$ cat src/bfca_pkg.sv
// Shared types, codes and the MurmurHash2 mixing function of the Bloom filter.
// No dependencies.
`timescale 1ns / 1ps

package bfca_pkg;

    localparam logic [31:0] MIX_M      = 32'h5bd1e995;
    localparam logic [31:0] FIRST_SEED = 32'h9747b28c;
    localparam int          KEY_W      = 64;
    localparam int          KLEN_W     = 4;

    localparam logic [1:0] CMD_CHECK = 2'd0;
    localparam logic [1:0] CMD_ADD   = 2'd1;
    localparam logic [1:0] CMD_CLEAR = 2'd2;

    localparam logic [1:0] STATUS_ABSENT   = 2'd0;
    localparam logic [1:0] STATUS_PRESENT  = 2'd1;
    localparam logic [1:0] STATUS_DISABLED = 2'd2;

    localparam logic [7:0] REG_FILTER_ENABLED = 8'd0;
    localparam logic [7:0] REG_NUM_BITS       = 8'd1;
    localparam logic [7:0] REG_NUM_HASHES     = 8'd2;

    typedef enum logic [3:0] {
        S_CLEAR,
        S_IDLE,
        S_HASH_A,
        S_HASH_B,
        S_MOD_A,
        S_MOD_B,
        S_PRB_RD,
        S_PRB_CHK,
        S_DONE
    } ctrl_state_t;

    typedef enum logic [2:0] {
        H_IDLE,
        H_K1,
        H_K2,
        H_H,
        H_TAIL,
        H_FIN,
        H_DONE
    } hash_state_t;

    typedef struct packed {
        logic              start;
        logic [31:0]       seed;
        logic [KLEN_W-1:0] key_len;
    } hash_req_t;

    typedef struct packed {
        logic        done;
        logic [31:0] value;
    } hash_rsp_t;

    function automatic logic [31:0] mulm(input logic [31:0] x);
        logic [63:0] p;
        p = {32'd0, x} * {32'd0, MIX_M};
        return p[31:0];
    endfunction

endpackage

$ cat src/bfca_hash.sv
// 32-bit MurmurHash2 of a key of up to eight bytes, one multiply per cycle.
// Depends on bfca_pkg.
`timescale 1ns / 1ps

module bfca_hash (
    input  logic                        clk,
    input  logic                        rst_n,
    input  bfca_pkg::hash_req_t         req,
    input  logic [bfca_pkg::KEY_W-1:0]  key,
    output bfca_pkg::hash_rsp_t         rsp
);

    bfca_pkg::hash_state_t state_reg, state_next;
    logic [31:0]                  h_reg, h_next;
    logic [31:0]                  k_reg, k_next;
    logic [bfca_pkg::KLEN_W-1:0]  rest_reg, rest_next;
    logic                         blk_reg, blk_next;
    logic [bfca_pkg::KEY_W-1:0]   key_reg, key_next;
    logic [31:0]                  word;
    logic [31:0]                  tail_mask;
    logic [31:0]                  mul_in;
    logic [31:0]                  prod;
    logic [bfca_pkg::KLEN_W-1:0]  rest_after;

    assign word       = blk_reg ? key_reg[63:32] : key_reg[31:0];
    assign rest_after = rest_reg - bfca_pkg::KLEN_W'(4);

    always_comb
    begin
        case (rest_reg[1:0])
            2'd1:    tail_mask = 32'h0000_00ff;
            2'd2:    tail_mask = 32'h0000_ffff;
            2'd3:    tail_mask = 32'h00ff_ffff;
            default: tail_mask = 32'h0000_0000;
        endcase
    end

    // One shared multiplier, operand picked by step
    always_comb
    begin
        case (state_reg)
            bfca_pkg::H_K1, bfca_pkg::H_K2: mul_in = k_reg;
            bfca_pkg::H_TAIL:               mul_in = h_reg ^ (word & tail_mask);
            bfca_pkg::H_FIN:                mul_in = h_reg ^ (h_reg >> 13);
            default:                        mul_in = h_reg;
        endcase
    end

    assign prod = bfca_pkg::mulm(mul_in);

    always_comb
    begin
        state_next = state_reg;
        unique case (state_reg)
            bfca_pkg::H_IDLE:
            begin
                if (req.start)
                begin
                    if (req.key_len >= bfca_pkg::KLEN_W'(4))
                        state_next = bfca_pkg::H_K1;
                    else if (req.key_len != '0)
                        state_next = bfca_pkg::H_TAIL;
                    else
                        state_next = bfca_pkg::H_FIN;
                end
            end
            bfca_pkg::H_K1: state_next = bfca_pkg::H_K2;
            bfca_pkg::H_K2: state_next = bfca_pkg::H_H;
            bfca_pkg::H_H:
            begin
                if (rest_after >= bfca_pkg::KLEN_W'(4))
                    state_next = bfca_pkg::H_K1;
                else if (rest_after != '0)
                    state_next = bfca_pkg::H_TAIL;
                else
                    state_next = bfca_pkg::H_FIN;
            end
            bfca_pkg::H_TAIL: state_next = bfca_pkg::H_FIN;
            bfca_pkg::H_FIN:  state_next = bfca_pkg::H_DONE;
            bfca_pkg::H_DONE:
            begin
                if (req.start)
                begin
                    if (req.key_len >= bfca_pkg::KLEN_W'(4))
                        state_next = bfca_pkg::H_K1;
                    else if (req.key_len != '0)
                        state_next = bfca_pkg::H_TAIL;
                    else
                        state_next = bfca_pkg::H_FIN;
                end
                else
                    state_next = bfca_pkg::H_IDLE;
            end
            default: state_next = bfca_pkg::H_IDLE;
        endcase
    end

    always_comb
    begin
        h_next    = h_reg;
        k_next    = k_reg;
        rest_next = rest_reg;
        blk_next  = blk_reg;
        key_next  = key_reg;
        if ((state_reg == bfca_pkg::H_IDLE || state_reg == bfca_pkg::H_DONE) && req.start)
        begin
            h_next    = req.seed ^ {28'd0, req.key_len};
            k_next    = key[31:0];
            rest_next = req.key_len;
            blk_next  = 1'b0;
            key_next  = key;
        end
        else
        begin
            case (state_reg)
                bfca_pkg::H_K1: k_next = prod ^ (prod >> 24);
                bfca_pkg::H_K2: k_next = prod;
                bfca_pkg::H_H:
                begin
                    h_next    = prod ^ k_reg;
                    k_next    = key_reg[63:32];
                    rest_next = rest_after;
                    blk_next  = 1'b1;
                end
                bfca_pkg::H_TAIL: h_next = prod;
                bfca_pkg::H_FIN:  h_next = prod;
                default:          h_next = h_reg;
            endcase
        end
    end

    always_ff @(posedge clk or negedge rst_n)
    begin
        if (!rst_n)
        begin
            state_reg <= bfca_pkg::H_IDLE;
        end
        else
        begin
            state_reg <= state_next;
        end
    end

    always_ff @(posedge clk)
    begin
        h_reg    <= h_next;
        k_reg    <= k_next;
        rest_reg <= rest_next;
        blk_reg  <= blk_next;
        key_reg  <= key_next;
    end

    assign rsp.done  = (state_reg == bfca_pkg::H_DONE);
    assign rsp.value = h_reg ^ (h_reg >> 15);

endmodule

$ cat config.mk
export PLATFORM = sky130hd
export DESIGN_NAME = bfca_hash
export DESIGN_NICKNAME = d
export VERILOG_FILES = /design/src/bfca_pkg.sv /design/src/bfca_hash.sv
export SDC_FILE = /design/constraint.sdc
export NUM_CORES = 1
export LEC_CHECK = 0
export BUFFER_PORTS_ARGS = -buffer_cell sky130_fd_sc_hd__buf_2
export CAP_MARGIN = 15
export CORE_UTILIZATION = 60
export CTS_CLUSTER_DIAMETER = 100
export CTS_CLUSTER_SIZE = 12
export DETAILED_ROUTE_END_ITERATION = 8
export PLACE_DENSITY = 0.91
export SLEW_MARGIN = 10
export SYNTH_ARGS = -nofsm -noshare
export SYNTH_HDL_FRONTEND = slang
export SYNTH_SLANG_ARGS = --single-unit
$ cat constraint.sdc
create_clock -name clk -period 11.05 [get_ports clk]
set_input_delay 2.21 -clock clk [delete_from_list [all_inputs] [get_ports clk]]
set_output_delay 2.21 -clock clk [all_outputs]
set_load 0.01 [all_outputs]
==> impl_metrics.csv <==
group,metric,value,unit
outcome,outcome,"finished, final reports clean",
yosys,yosysWarningCount,0,
yosys,ys_ff_latch,128,
final_layout,area_growth,9.58,%
setup_path,ff2ff_setup_slack,1.31,ns
setup_path,cpPeakStageDelay,0.76,ns
routing,vias,13300,
cts,cts_made_buffers,17,
setup_path,crit_cells,32,
floorplanning,fp.dieArea,0.0281,mm^2
routing,routedWlPerCell,22.7,um
timing,worst_pin_slew,1.12,ns
timing,hold_violations,0,
placement,port_buffers,135,
setup_path,crit_slowest_cell,"nor2b_1",
setup_path,critPathArrivalTime,9.92,ns
yosys,synth_compound_area_share,10.5,%
yosys,syn-num-nets,2206,
floorplanning,die_h,168,um
placement,gp_congestion,1.01,
setup_path,crit_path_frequent_cell,"inv_1",
setup_path,startpoint_type,"flop",
yosys,synth_flop_cell,"edfxtp_1",
cts,cts_tree,"done",
yosys,synth-xor-area-share,7.81,%
floorplanning,rows,60,
floorplanning,core,0.0270,mm^2
yosys,synth_edf_count,124,
yosys,yosys.area_share.simple,7.90,%
global_routing,antenna_found_initial,0,
yosys,synthArstFlopShare,2.34,%
timing,relSlewSlack,25.1,%
global_routing,grt_pass1_vias,13400,
global_routing,grt_overflow,0,
final_layout,drive_gt1_share,12.1,%
yosys,synth_mux_area_share,2.06,%
setup_path,crit_buf_inv,9,
setup_path,worstPathMaxFanout,15,
floorplanning,ios,136,
floorplanning,die_x,168,um
setup_path,ff2ff_path_depth,32,
timing,post-route-min-period,9.74,ns
cts,path_clk_slew,0.06,ns
timing,period_share,88.2,%
yosys,synth_top_family_by_area,"adder cells",
global_routing,grt_pass1_wl,75300,um
placement,dpl.hpwl,38400,um
cts,cts_resized,0,
cts,cts_sinks,128,
yosys,avgSynthCellArea,9.65,um^2
yosys,ys_top_cells_by_area,"edfxtp_1, fa_1, ha_1",
final_layout,final_net_count,2321,
setup_path,cp-end-kind,"flop",
setup_path,worstSetupPathType,"flop to flop",
cts,htreeDepth,4,
run,drv_cap,0,
routing,dr.pass1.iters,6,
cts,clock_latency,0.43,ns
hold_path,hold_path_depth,2,
setup_path,cp_top_family,"adder cells",
global_routing,grtUsageTotal,36.0,%
yosys,synth_top_cell_by_area,"edfxtp_1",
final_layout,largest_reg_flops,56,
yosys,yosysTopAreaCellShare,22.6,%
routing,ant_nets,0,
cts,cts_root_buf,"clkbuf_16",
timing,fin_skew,0.0117,ns
timing,final-setup-viol-count,0,
timing,fmax,103,MHz
global_routing,grt_max_degree,77,
timing,rsz0062_at_grt,"false",
cts,cts.path.max_buffers,2,
timing,setup_tns,0,ns
hold_path,worstHoldPathType,"flop to flop",
routing,avgViaCountPerCell,6.09,
timing,drv_slew,0,
cts,cts_setup_buffers,0,
routing,drt_iter0_drc,1740,
floorplanning,initial_core_util,61.1,%
yosys,syn_inst,1706,
setup_path,worst_ep_required_time,11.22,ns
yosys,ys_seq_area_share,23.2,%
routing,finalWirelength,49400,um
cts,ctsHoldBuffers,0,
routing,drc,0,
yosys,ys_types,68,
yosys,synthAdderAreaFrac,38.4,%
yosys,syn_area,0.0165,mm^2
layout by cell type, fill, tap and decap left out, drive strengths merged, types with 3 or more instances in the layout:
cell type,count
o22a,15
a21oi,87
mux2i,26
a21boi,3
buf,163
nor2,109
nand2b,7
clkbuf,19
dfrtp,3
or2,5
xor2,73
xnor3,4
a21o,17
xnor2,59
edfxtp,124
a31oi,22
a2bb2oi,3
ha,218
clkinv,4
o21ai,51
o31a,3
nand3,13
o21bai,3
o21a,24
a211oi,3
inv,363
a22oi,5
o22ai,10
nand2,154
nor3,4
or3,3
and2,6
fa,179
mux2,7
clkinvlp,4
nor2b,8
o31ai,5
tightest hold or removal path: cells and delay by family (launching register included):
kind | cells | cell delay (ns)
flip-flops | 1 | 0.33
AO/OA/AOI/OAI | 1 | 0.08
AND/OR/NAND/NOR | 1 | 0.07
final timing paths:
kind	from	end
setup / recovery	state_reg[1]	k_reg[0]
hold / removal	key_reg[60]	k_reg[28]
setup reg to reg	state_reg[1]	k_reg[0]
hold reg to reg	key_reg[60]	k_reg[28]
max in group asynchronous	rst_n	state_reg[1]
min in group asynchronous	rst_n	state_reg[0]
cell usage after synthesis, types with 4 or more instances:
cell and n:
inv_1 356, ha_1 218, fa_1 179, nand2_1 154, edfxtp_1 124, nor2_1 108, a21oi_1 86, xor2_1 73
xnor2_1 57, o21ai_0 48, clkbuf_1 35, mux2i_1 26, o21a_1 24, a31oi_1 22, buf_4 18, a21o_1 17
o22a_1 15, nand3_1 13, o22ai_1 10, buf_1 9, nor2b_1 8, mux2_2 7, nand2b_1 7, and2_1 6
a22oi_1 5, o31ai_1 5, buf_2 4, nor3_1 4, or2_2 4, xnor3_1 4
cell type report:
cell class / instances / area [um^2]
clock buffers: 19 / 443
clock inverters: 13 / 101
diodes: 1 / 2.50
fillers: 1979 / 8910
inverters: 358 / 1350
repair buffers: 163 / 911
well taps: 341 / 427
multi-input cells: 1153 / 11000
flip-flops and latches: 128 / 3820
per-layer routing:
metal  share of wire [%]  track usage [%]
met3                  11             6.90
met1                  39             48.4
met2                  45             55.8
met4                 5.3             18.3
met5                   0                0
stage by stage:
step / util [%] / hold slack [ns] / worst slack, ns / cell area (um^2) / cells
final: 66.9 / 0.591 / 1.31 / 18000 / 2176
after detailed placement: 64.7 / 0.582 / 1.63 / 17500 / 2141
after global routing: 66.9 / 0.599 / 1.10 / 18000 / 2175
after floorplan: - / 0.515 / 2.57 / 16500 / 1706
after CTS: 66.8 / 0.592 / 1.56 / 18000 / 2173
after global placement: 64.7 / 0.573 / 1.89 / 17400 / 2140
logic make-up (layout without fill, tap and decap cells):
logic type               count (synthesis)  count (layout)
AO/OA/AOI/OAI                          270             270
XOR/XNOR                               137             137
adder cells (fa/ha/maj)                398             398
buffers and inverters                  425             553
flip-flops                             128             128
multiplexers                            33              33
other                                    0               1
AND/OR/NAND/NOR                        315             315
Power is left out: the tool's default activity adds up to more than one toggle a clock period on the data nets, which glitch-free logic cannot reach.
