[config.mk]
export PLATFORM = sky130hd
export DESIGN_NAME = bfca_modred
export DESIGN_NICKNAME = d
export VERILOG_FILES = /design/src/bfca_pkg.sv /design/src/bfca_modred.sv
export SDC_FILE = /design/constraint.sdc
export NUM_CORES = 1
export LEC_CHECK = 0
export BUFFER_PORTS_ARGS = -buffer_cell sky130_fd_sc_hd__buf_2
export CORE_UTILIZATION = 54
export CTS_CLUSTER_SIZE = 28
export DETAILED_ROUTE_END_ITERATION = 8
export HOLD_SLACK_MARGIN = 0.1
export PLACE_DENSITY_LB_ADDON = 0.15
export SLEW_MARGIN = 15
export SYNTH_ARGS = -nofsm -noshare
export SYNTH_HDL_FRONTEND = slang
export SYNTH_SLANG_ARGS = --single-unit
[constraint.sdc]
create_clock -name clk -period 3.85 [get_ports clk]
set_clock_uncertainty 0.2 [all_clocks]
set_input_delay 0.5775 -clock clk [delete_from_list [all_inputs] [get_ports clk]]
set_output_delay 0.5775 -clock clk [all_outputs]
set_load 0.01 [all_outputs]
[src/bfca_pkg.sv]
// Shared types, codes and the MurmurHash2 mixing function of the Bloom filter.
// No dependencies.
`timescale 1ns / 1ps

package bfca_pkg;

    localparam logic [31:0] MIX_M      = 32'h5bd1e995;
    localparam logic [31:0] FIRST_SEED = 32'h9747b28c;
    localparam int          KEY_W      = 64;
    localparam int          KLEN_W     = 4;

    localparam logic [1:0] CMD_CHECK = 2'd0;
    localparam logic [1:0] CMD_ADD   = 2'd1;
    localparam logic [1:0] CMD_CLEAR = 2'd2;

    localparam logic [1:0] STATUS_ABSENT   = 2'd0;
    localparam logic [1:0] STATUS_PRESENT  = 2'd1;
    localparam logic [1:0] STATUS_DISABLED = 2'd2;

    localparam logic [7:0] REG_FILTER_ENABLED = 8'd0;
    localparam logic [7:0] REG_NUM_BITS       = 8'd1;
    localparam logic [7:0] REG_NUM_HASHES     = 8'd2;

    typedef enum logic [3:0] {
        S_CLEAR,
        S_IDLE,
        S_HASH_A,
        S_HASH_B,
        S_MOD_A,
        S_MOD_B,
        S_PRB_RD,
        S_PRB_CHK,
        S_DONE
    } ctrl_state_t;

    typedef enum logic [2:0] {
        H_IDLE,
        H_K1,
        H_K2,
        H_H,
        H_TAIL,
        H_FIN,
        H_DONE
    } hash_state_t;

    typedef struct packed {
        logic              start;
        logic [31:0]       seed;
        logic [KLEN_W-1:0] key_len;
    } hash_req_t;

    typedef struct packed {
        logic        done;
        logic [31:0] value;
    } hash_rsp_t;

    function automatic logic [31:0] mulm(input logic [31:0] x);
        logic [63:0] p;
        p = {32'd0, x} * {32'd0, MIX_M};
        return p[31:0];
    endfunction

endpackage

[src/bfca_modred.sv]
// Bit-serial reduction of a 32-bit value modulo the probe modulus.
// Depends on bfca_pkg.
`timescale 1ns / 1ps

module bfca_modred #(
    parameter int MOD_W = 21
) (
    input  logic             clk,
    input  logic             rst_n,
    input  logic             start,
    input  logic [31:0]      value,
    input  logic [MOD_W-1:0] modulus,
    output bfca_pkg::hash_rsp_t rsp,
    output logic [MOD_W-1:0] result
);

    logic             busy_reg, busy_next;
    logic             done_reg, done_next;
    logic [4:0]       cnt_reg, cnt_next;
    logic [31:0]      val_reg, val_next;
    logic [MOD_W-1:0] r_reg, r_next;
    logic [MOD_W:0]   trial;
    logic [MOD_W:0]   reduced;

    assign trial   = {r_reg, val_reg[31]};
    assign reduced = (trial >= {1'b0, modulus}) ? trial - {1'b0, modulus} : trial;

    always_comb
    begin
        busy_next = busy_reg;
        done_next = 1'b0;
        cnt_next  = cnt_reg;
        val_next  = val_reg;
        r_next    = r_reg;
        if (start)
        begin
            busy_next = 1'b1;
            cnt_next  = 5'd31;
            val_next  = value;
            r_next    = '0;
        end
        else if (busy_reg)
        begin
            r_next   = reduced[MOD_W-1:0];
            val_next = {val_reg[30:0], 1'b0};
            cnt_next = cnt_reg - 5'd1;
            if (cnt_reg == 5'd0)
            begin
                busy_next = 1'b0;
                done_next = 1'b1;
            end
        end
    end

    always_ff @(posedge clk or negedge rst_n)
    begin
        if (!rst_n)
        begin
            busy_reg <= 1'b0;
            done_reg <= 1'b0;
        end
        else
        begin
            busy_reg <= busy_next;
            done_reg <= done_next;
        end
    end

    always_ff @(posedge clk)
    begin
        cnt_reg <= cnt_next;
        val_reg <= val_next;
        r_reg   <= r_next;
    end

    assign rsp.done  = done_reg;
    assign rsp.value = 32'(r_reg);
    assign result    = r_reg;

endmodule

==> results of run 1 <==
==> power by group <==
group | leakage (nW) | internal [mW] | total [mW] | switching [mW]
Clock | 0.102 | 0.364 | 0.633 | 0.268
Combinational | 1.45 | 0.0961 | 0.191 | 0.0948
Sequential | 0.574 | 0.718 | 0.734 | 0.0161
==> per-layer routing <==
metal	up-vias	routed length, µm	track usage (%)	share of wire [%]
li1	1641	-	-	-
met1	1562	4290	32.9	47
met2	102	4270	38.0	46
met3	10	481	6.19	5.2
met4	0	146	7.94	1.6
met5	-	0	0	0
==> final timing paths <==
kind                                            to  depth (start not counted)                    start  slack [ns]
hold reg to reg            cnt_reg[4]$_SDFFE_PP1P_                          2  cnt_reg[4]$_SDFFE_PP1P_        0.31
max in group asynchronous       busy_reg$_DFF_PN0_                          2                    rst_n        3.00
min in group asynchronous       done_reg$_DFF_PN0_                          2                    rst_n        0.35
setup / recovery           result[16]$_SDFFE_PP0P_                         11    val_reg[31]$_DFFE_PP_        0.68
hold / removal             cnt_reg[4]$_SDFFE_PP1P_                          2  cnt_reg[4]$_SDFFE_PP1P_        0.31
setup reg to reg           result[16]$_SDFFE_PP0P_                         11    val_reg[31]$_DFFE_PP_        0.68
==> logic make-up after synthesis <==
family / count (synthesis)
flip-flops: 60
XOR/XNOR: 15
multiplexers: 42
other: 1
adder cells (fa/ha/maj): 23
AO/OA/AOI/OAI: 95
buffers and inverters: 83
AND/OR/NAND/NOR: 105
==> metrics by stage <==
stage	hold WS [ns]	cell area (µm²)	util (%)	instances	setup WS [ns]
6_report	0.311	4660	63.9	598	0.682
5_1_grt	0.306	4660	63.9	598	0.515
4_1_cts	0.302	4660	63.9	598	0.708
3_5_place_dp	0.165	4430	60.8	581	0.522
3_3_place_gp	0.162	4430	60.8	581	0.568
2_1_floorplan	0.0819	4140	-	434	0.788
==> critical path, stage by stage (launching register included) <==
cell and delay (ns):
edfxtp_1 0.41, inv_1 0.07, ha_1 0.15, inv_1 0.05, fa_1 0.40, a21o_2 0.25
a311oi_2 0.43, nor4_1 0.15, nor4b_1 0.43, nor3_1 0.09, nand3b_1 0.18, a32o_1 0.27
==> Yosys cell counts, types with 4 or more instances <==
master	instances	area [µm²]
a211oi_1	9	67.6
o21ai_0	23	115
clkbuf_1	18	67.6
nor2_1	25	93.8
nor2b_1	5	31.3
dfxtp_1	26	521
edfxtp_1	32	961
a21boi_0	4	30.0
nand2b_1	9	56.3
a311oi_1	4	35.0
nor3_1	10	50.1
mux2i_1	9	90.1
nand2_1	22	82.6
xnor2_1	8	70.1
nand4_1	5	31.3
a21oi_1	19	95.1
nand3b_1	4	30.0
a21o_1	6	45.0
buf_4	33	248
mux2_2	33	372
a32oi_1	6	52.6
ha_1	22	275
xor2_1	7	61.3
inv_1	29	109
==> repair_timing <==
action | 4_1_cts | 5_1_grt
endpoints found under the setup margin | 0 | 0
endpoints found under the hold margin | 2 | 0
hold buffers | 1 | 0
==> layout make-up <==
class                           instances  area [µm²]
Clock buffer                           10         128
Clock inverter                          6        88.8
Fill cell                             660        2630
Inverter                               29         109
Multi-Input combinational cell        291        2150
Sequential cell                        60        1530
Tap cell                               99         124
Timing Repair Buffer                  103         531
==> flow_summary.toml, run 1 <==
[run_status]
run_status = "finished, final reports clean"

[drt]
first_iteration_detailed_routing_drc_count = 172
drt-total-wl_um = 9190
routedWlPerCell_um = 15.4
drc = 0
routed-via-count = 3315
route.detailed.vias_per_inst = 5.54
antenna_violating_nets_post_route = 0
dr_pass1_iterations = 4

[clock_tree]
postCtsResizedCells = 0
clk_pin_slew_worst_paths_ns = 0.07
number_of_sinks_driven_by_the_clock_tree = 60
clock_root_buffer = "clkbuf_8"
clock_latency_of_the_later_clocked_register_in_the_worst_skew_pair_ns = 0.35
cts_tree = "built"
cts_setup_buffers = 0
htree_num_levels = 3
numCtsBuffers = 9
clockBufferDepth = 2

[setup_path]
crit_path_start_kind = "flop"
critical_path.max_fanout = 5
timing_worst_setup_path_type = "flop to flop"
cp_data_required_time_ns = 3.90
crit_path_end_kind = "flop"
worst-endpoint-arrival_ns = 3.21

[global_route]
overflow = 0
pin_count_of_the_biggest_net_entering_global_routing = 33
grt_pass1_vias = 3005
antenna_violations_before_repair = 0
first_pass_grt_wire_length_um = 14500
grt_use_total_pct = 24.3

[sta]
report.final.setup_viol = 0
clock.fmax_mhz = 316
maxSlewHeadroom_pct = 41.4
worst-slew-pin-transition_ns = 0.876
layout_worst_path_cycle_share_pct = 82.3
final-hold-violation-count = 0
final.min_clock_period_ns = 3.17
final.setup.tns_ns = 0
grt_setup_unrepaired = "no"
timing_max_transition_violations_final = 0

[yosys]
async_s_r_ff_share_synth_pct = 3.33
synthFlopType = "edfxtp_1"
synth_top_family_by_area = "compound AO/OA/AOI/OAI gates"
postSynthRegisterBits = 60
sequential_cell_area_fraction_in_the_yosys_report_pct = 37.3
synth-xor-area-share_pct = 3.20
synth-compound-area-share_pct = 15.9
ys.warnings.count = 0
yosys.area_share.simple_pct = 13.8
syn-cell-area_mm2 = 0.00410
syn_inst = 424
yosys-mux-area-fraction_pct = 11.3
syn_area_per_cell_um2 = 9.68
synth_enable_flop_cells = 32
synth_fa_ha_area_share_pct = 7.20
yosys.cell_types.count = 57

[power_and_ir_drop]
power_density_mw_per_mm2 = 334
power.ir.vdd_worst_mv = 0.241
total_power_mw = 1.56
p_leak_nw = 2.13

[final_layout]
layout_commonest_cell = "buf_2"
antenna_cells_inserted = 0
fin_nets = 573
layout-drive-gt1-share_pct = 31.5
largest_register_ff_count = 32
most_frequent_cells_in_the_layout = "buf_2, mux2_2, edfxtp_1, inv_1, dfxtp_1"
area.growth.synth_to_final_pct = 13.5

[flow_run]
cap_violations = 0

[die]
die_y_um = 89.2
boundaryPins = 110
row_count = 31
die-area_mm2 = 0.00795
initial_core_util_pct = 56.3
fp.dieW_um = 89.2
core_area_mm2 = 0.00729

[placed_design]
place.gp.congestion = 0.858
number_of_buffers_inserted_by_port_buffering = 98
detailed_place_hpwl_um = 6610

[worst_hold_path]
worst_hold_path_type = "flop to flop"
No activity file was read; power rests on OpenSTA's default activity.
==> inputs of run 2 (changes only) <==
--- a/config.mk
+++ b/config.mk
@@ -6,7 +6,7 @@
 export NUM_CORES = 1
 export LEC_CHECK = 0
 export BUFFER_PORTS_ARGS = -buffer_cell sky130_fd_sc_hd__buf_2
-export CORE_UTILIZATION = 54
+export CORE_UTILIZATION = 48
 export CTS_CLUSTER_SIZE = 28
 export DETAILED_ROUTE_END_ITERATION = 8
 export HOLD_SLACK_MARGIN = 0.1
==> constraint.sdc (replaced) <==
create_clock -name clk -period 2.75 [get_ports clk]
set_clock_uncertainty 0.2 [all_clocks]
set_input_delay 0.4125 -clock clk [delete_from_list [all_inputs] [get_ports clk]]
set_output_delay 0.4125 -clock clk [all_outputs]
set_load 0.01 [all_outputs]
==> flow_summary.toml, run 2 (same netlist as run 1, synthesis figures left out) <==
[sta]
timing_max_transition_violations_final = 0
layout_worst_path_cycle_share_pct = 102
clock.fmax_mhz = 357
postLayoutSetupSlackWorst_ns = -0.0542
final.min_clock_period_ns = 2.80
report.final.setup_viol = 3
final-hold-violation-count = 0
grt_setup_unrepaired = "yes"

[setup_path]
critical_path.top_delay_family = "compound AO/OA/AOI/OAI gates"
worstPathCellList = "inv_1 -> ha_2 -> inv_2 -> fa_2 -> a21o_4 -> a311oi_4 -> buf_4 -> o211ai_1 -> nand4_1 -> o41ai_2 -> a2111oi_0 -> o21ai_0"
cp_num_buf_inv = 3
crit_path_start_kind = "flop"
worst-endpoint-arrival_ns = 2.81
crit_path_end_kind = "flop"
critical_path.max_fanout = 3
cp_data_required_time_ns = 2.75
crit_path_top_delay_cell = "edfxtp_1"
critical-path-max-stage-delay_ns = 0.39
timing_worst_setup_path_type = "flop to flop"

[power_and_ir_drop]
p_comb_share_pct = 15.0
netSwitchingPower_mw = 0.567
power.share.sequential_pct = 47.2
power.ir.vdd_worst_mv = 0.327
p_leak_nw = 2.49
power.switching_fraction_pct = 26.1
power_density_mw_per_mm2 = 410
power.share.clock_pct = 37.7
internal_power_mw = 1.60

[clock_tree]
htree_num_levels = 3
clock_root_buffer = "clkbuf_8"
clockBufferDepth = 2
cts_tree = "built"
clk_pin_slew_worst_paths_ns = 0.08
clock_latency_of_the_later_clocked_register_in_the_worst_skew_pair_ns = 0.33
number_of_sinks_driven_by_the_clock_tree = 60
numCtsBuffers = 9

[global_route]
pin_count_of_the_biggest_net_entering_global_routing = 33
grt_use_total_pct = 23.0
overflow = 0
grt_pass1_vias = 3348
first_pass_grt_wire_length_um = 15900
antenna_violations_before_repair = 0

[placed_design]
detailed_place_hpwl_um = 7760
dpl_cell_area_mm2 = 0.00496
number_of_buffers_inserted_by_port_buffering = 98
place.gp.congestion = 0.916
post_place_worst_slack_ns = -0.188

[final_layout]
layout-drive-gt1-share_pct = 42.5
most_frequent_cells_in_the_layout = "buf_2, buf_4, mux2_2, edfxtp_1, inv_1"
fin_nets = 643
largest_register_ff_count = 32
num-fill-cells = 750
antenna_cells_inserted = 0
area.growth.synth_to_final_pct = 28.8
stdcell_area_mm2 = 0.00528
layout_commonest_cell = "buf_2"

[drt]
first_iteration_detailed_routing_drc_count = 147
route.detailed.vias_per_inst = 5.33
drc = 0
drt-total-wl_um = 10100
routedWlPerCell_um = 15.0
routed-via-count = 3595
antenna_violating_nets_post_route = 0
dr_pass1_iterations = 4

[run_status]
run_status = "finished, violations left"
failed_checks = "setup timing"

[die]
boundaryPins = 110
fp.dieW_um = 94.5
row_count = 33
initial_core_util_pct = 49.7
core_area_mm2 = 0.00826
die-area_mm2 = 0.00892
die_y_um = 94.5

[worst_hold_path]
worst_hold_path_type = "input port to asynchronous set/reset pin"

[flow_run]
cap_violations = 0
run 2: metal layers:
layer | share of wire [%] | track usage (%)
met5 | 0 | 0
met4 | 0.82 | 4.67
met3 | 4.4 | 4.19
met2 | 47 | 37.5
met1 | 48 | 32.0
run 2: layout make-up:
cell class | instances | area (µm²) | share of cell area [%]
Timing Repair Buffer | 173 | 1070 | 20.2
Clock buffer | 9 | 124 | 2.34
Inverter | 29 | 109 | 2.06
Sequential cell | 60 | 1530 | 29.0
Multi-Input combinational cell | 291 | 2250 | 42.5
Tap cell | 105 | 131 | 2.49
Clock inverter | 7 | 75.1 | 1.42
run 2: path summary, 6_finish.rpt:
| path | start | end | slack, ns | cells past startpoint |
|---|---|---|---|---|
| setup / recovery | val_reg[31]$_DFFE_PP_ | result[12]$_SDFFE_PP0P_ | -0.05 | 12 |
| hold / removal | rst_n | busy_reg$_DFF_PN0_ | 0.18 | 2 |
| setup reg to reg | val_reg[31]$_DFFE_PP_ | result[12]$_SDFFE_PP0P_ | -0.05 | 12 |
| hold reg to reg | cnt_reg[4]$_SDFFE_PP1P_ | cnt_reg[4]$_SDFFE_PP1P_ | 0.32 | 2 |
| max in group asynchronous | rst_n | done_reg$_DFF_PN0_ | 2.07 | 2 |
| min in group clk | value[4] | val_reg[4]$_DFFE_PP_ | 0.18 | 2 |
run 2: what timing repair did:
item,in CTS,in global routing
pin swaps,12,5
hold buffers,1,0
resized for setup,11,10
hold endpoints to repair,2,0
setup buffers,1,2
setup endpoints to repair,17,21
run 2: power by group through the flow:
stage / combinational, mW / sequential [mW] / clock [mW]
2_1_floorplan: 0.203 / 1.04 / 0
3_3_place_gp: 0.304 / 1.04 / 0
3_5_place_dp: 0.310 / 1.04 / 0
4_1_cts: 0.319 / 1.02 / 0.836
5_1_grt: 0.358 / 1.03 / 0.866
6_report: 0.326 / 1.02 / 0.819
run 2: stage by stage:
| stage | instances | util [%] | TNS [ns] | hold WS, ns | total power, mW |
|---|---|---|---|---|---|
| 4_1_cts | 672 | 63.2 | -0.00556 | 0.160 | 2.18 |
| 6_report | 674 | 64.0 | -0.0654 | 0.176 | 2.17 |
| 3_5_place_dp | 654 | 60.0 | -1.66 | 0.00186 | 1.35 |
| 5_1_grt | 674 | 64.0 | -1.94 | 0.161 | 2.25 |
| 2_1_floorplan | 434 | - | -0.0211 | -0.0831 | 1.24 |
| 3_3_place_gp | 654 | 60.0 | -1.02 | -0.00353 | 1.35 |
run 2: worst reg2reg max path: cells and delay by family (launching register included):
family / cells / cell delay [ns]
compound gates: 6 / 1.13
fa+ha+maj: 2 / 0.53
buf+inv: 3 / 0.30
flops: 1 / 0.39
simple gates: 1 / 0.13
==> inputs of run 3 (changes only) <==
--- a/config.mk
+++ b/config.mk
@@ -11,6 +11,7 @@
 export DETAILED_ROUTE_END_ITERATION = 8
 export HOLD_SLACK_MARGIN = 0.1
 export PLACE_DENSITY_LB_ADDON = 0.15
+export SETUP_SLACK_MARGIN = 0.05
 export SLEW_MARGIN = 15
 export SYNTH_ARGS = -nofsm -noshare
 export SYNTH_HDL_FRONTEND = slang
==> flow_summary.toml, run 3 (same netlist as run 1, synthesis figures left out) <==
[drt]
drt-total-wl_um = 10400
first_iteration_detailed_routing_drc_count = 130
drc = 0
routedWlPerCell_um = 15.3
dr_pass1_iterations = 4
antenna_violating_nets_post_route = 0
route.detailed.vias_per_inst = 5.30
routed-via-count = 3618

[placed_design]
detailed_place_hpwl_um = 7840
place.gp.congestion = 0.912
number_of_buffers_inserted_by_port_buffering = 98
placedCellCount = 660

[setup_path]
critical_path.max_fanout = 10
worst-endpoint-arrival_ns = 2.84
crit_path_end_kind = "flop"
cp_data_required_time_ns = 2.80
worst_r2r_src = "val_reg[31]$_DFFE_PP_"
crit_path_start_kind = "flop"
critical_path.startpoint = "val_reg[31]$_DFFE_PP_"
timing_worst_setup_path_type = "flop to flop"

[clock_tree]
clk_pin_slew_worst_paths_ns = 0.07
clock_latency_of_the_later_clocked_register_in_the_worst_skew_pair_ns = 0.34
number_of_sinks_driven_by_the_clock_tree = 60
cts_tree = "built"
htree_num_levels = 3
numCtsBuffers = 9
clockBufferDepth = 2
clock_root_buffer = "clkbuf_8"

[final_layout]
num-fill-cells = 681
layoutNonFillerInstCount = 682
antenna_cells_inserted = 0
fin_nets = 651
most_frequent_cells_in_the_layout = "buf_2, buf_4, mux2_2, edfxtp_1, inv_1"
layout_commonest_cell = "buf_2"
postLayoutCoreUtil_pct = 65.7
largest_register_ff_count = 32
layout-drive-gt1-share_pct = 45.9
area.growth.synth_to_final_pct = 32.2

[die]
core_area_mm2 = 0.00826
die_y_um = 94.5
die-area_mm2 = 0.00892
fp.dieW_um = 94.5
boundaryPins = 110
initial_core_util_pct = 49.7
row_count = 33

[power_and_ir_drop]
p_leak_nw = 2.57
total_power_mw = 2.06
power.ir.vdd_worst_mv = 0.239
power_density_mw_per_mm2 = 379

[worst_hold_path]
worst_hold_path_type = "input port to flop"
min-delay-start = "value[0]"

[global_route]
overflow = 0
grt_pass1_vias = 3386
grt_use_total_pct = 24.1
first_pass_grt_wire_length_um = 16500
pin_count_of_the_biggest_net_entering_global_routing = 33
antenna_violations_before_repair = 0

[sta]
timing_max_transition_violations_final = 0
final-hold-violation-count = 0
final.min_clock_period_ns = 2.79
report.final.setup_viol = 7
final.setup.tns_ns = -0.133
holdWs_ns = 0.160
layout_worst_path_cycle_share_pct = 101
postLayoutSetupSlackWorst_ns = -0.0388
clock.fmax_mhz = 359
grt_setup_unrepaired = "yes"

[flow_run]
cap_violations = 0

[run_status]
run_status = "finished, violations left"
failed_checks = "setup timing"
[run 3: changes by cell type in the layout (fill, tap and decap cells not counted), sizes merged]
cell and change:
buf +8, bufinv -1, clkinv +3, inv -2
[run 3: report_power, final]
part           total [mW]  internal (mW)  switching [mW]
logic               0.338          0.181           0.157
registers            1.02           1.00          0.0194
clock network       0.695          0.320           0.376
[run 3: repair_timing]
| action | CTS | global route |
|---|---|---|
| hold buffers | 1 | 0 |
| buffers inserted | 0 | 6 |
| pin swaps | 9 | 15 |
| endpoints found under the setup margin | 20 | 21 |
| resized for setup | 12 | 36 |
| hold endpoints to repair | 2 | 0 |
[run 3: through the flow]
stage               worst slack (ns)  area, µm²
detailed placement            -0.170       5030
CTS                          -0.0542       5270
finish                       -0.0388       5420
global placement              -0.117       5030
floorplan                    -0.0211       4170
global route                  -0.189       5420
[run 3: metal layers]
layer	up-vias	track usage [%]	wire [µm]
met3	15	3.70	448
met1	1706	32.1	4900
li1	1796	-	-
met2	101	38.8	4840
met5	-	0	0
met4	0	10.1	232
[run 3: area by class of cell]
type / instances / area [µm²] / share of cell area [%]
Multi-Input combinational cell: 291 / 2330 / 43.0
Sequential cell: 60 / 1530 / 28.2
Timing Repair Buffer: 181 / 1150 / 21.2
Tap cell: 105 / 131 / 2.42
Clock buffer: 9 / 124 / 2.28
Inverter: 29 / 109 / 2.01
Clock inverter: 7 / 43.8 / 0.807
[run 3: critical path, cell delays in order, from the launching register on]
cell,delay (ns)
edfxtp_1,0.40
inv_1,0.08
ha_2,0.18
inv_2,0.04
fa_2,0.34
a21o_4,0.22
a311oi_4,0.25
or4_4,0.20
nand4_4,0.10
and2_4,0.21
buf_12,0.15
mux2i_1,0.12
a211oi_1,0.22
[run 3: worst paths after layout]
path,cells after the start,slack (ns),end
setup / recovery,12,-0.04,result[1]$_SDFFE_PP0P_
hold / removal,2,0.16,val_reg[0]$_SDFFCE_PN0P_
setup reg to reg,12,-0.04,result[1]$_SDFFE_PP0P_
hold reg to reg,2,0.32,cnt_reg[4]$_SDFFE_PP1P_
max in group asynchronous,2,2.07,done_reg$_DFF_PN0_
min in group asynchronous,2,0.19,busy_reg$_DFF_PN0_
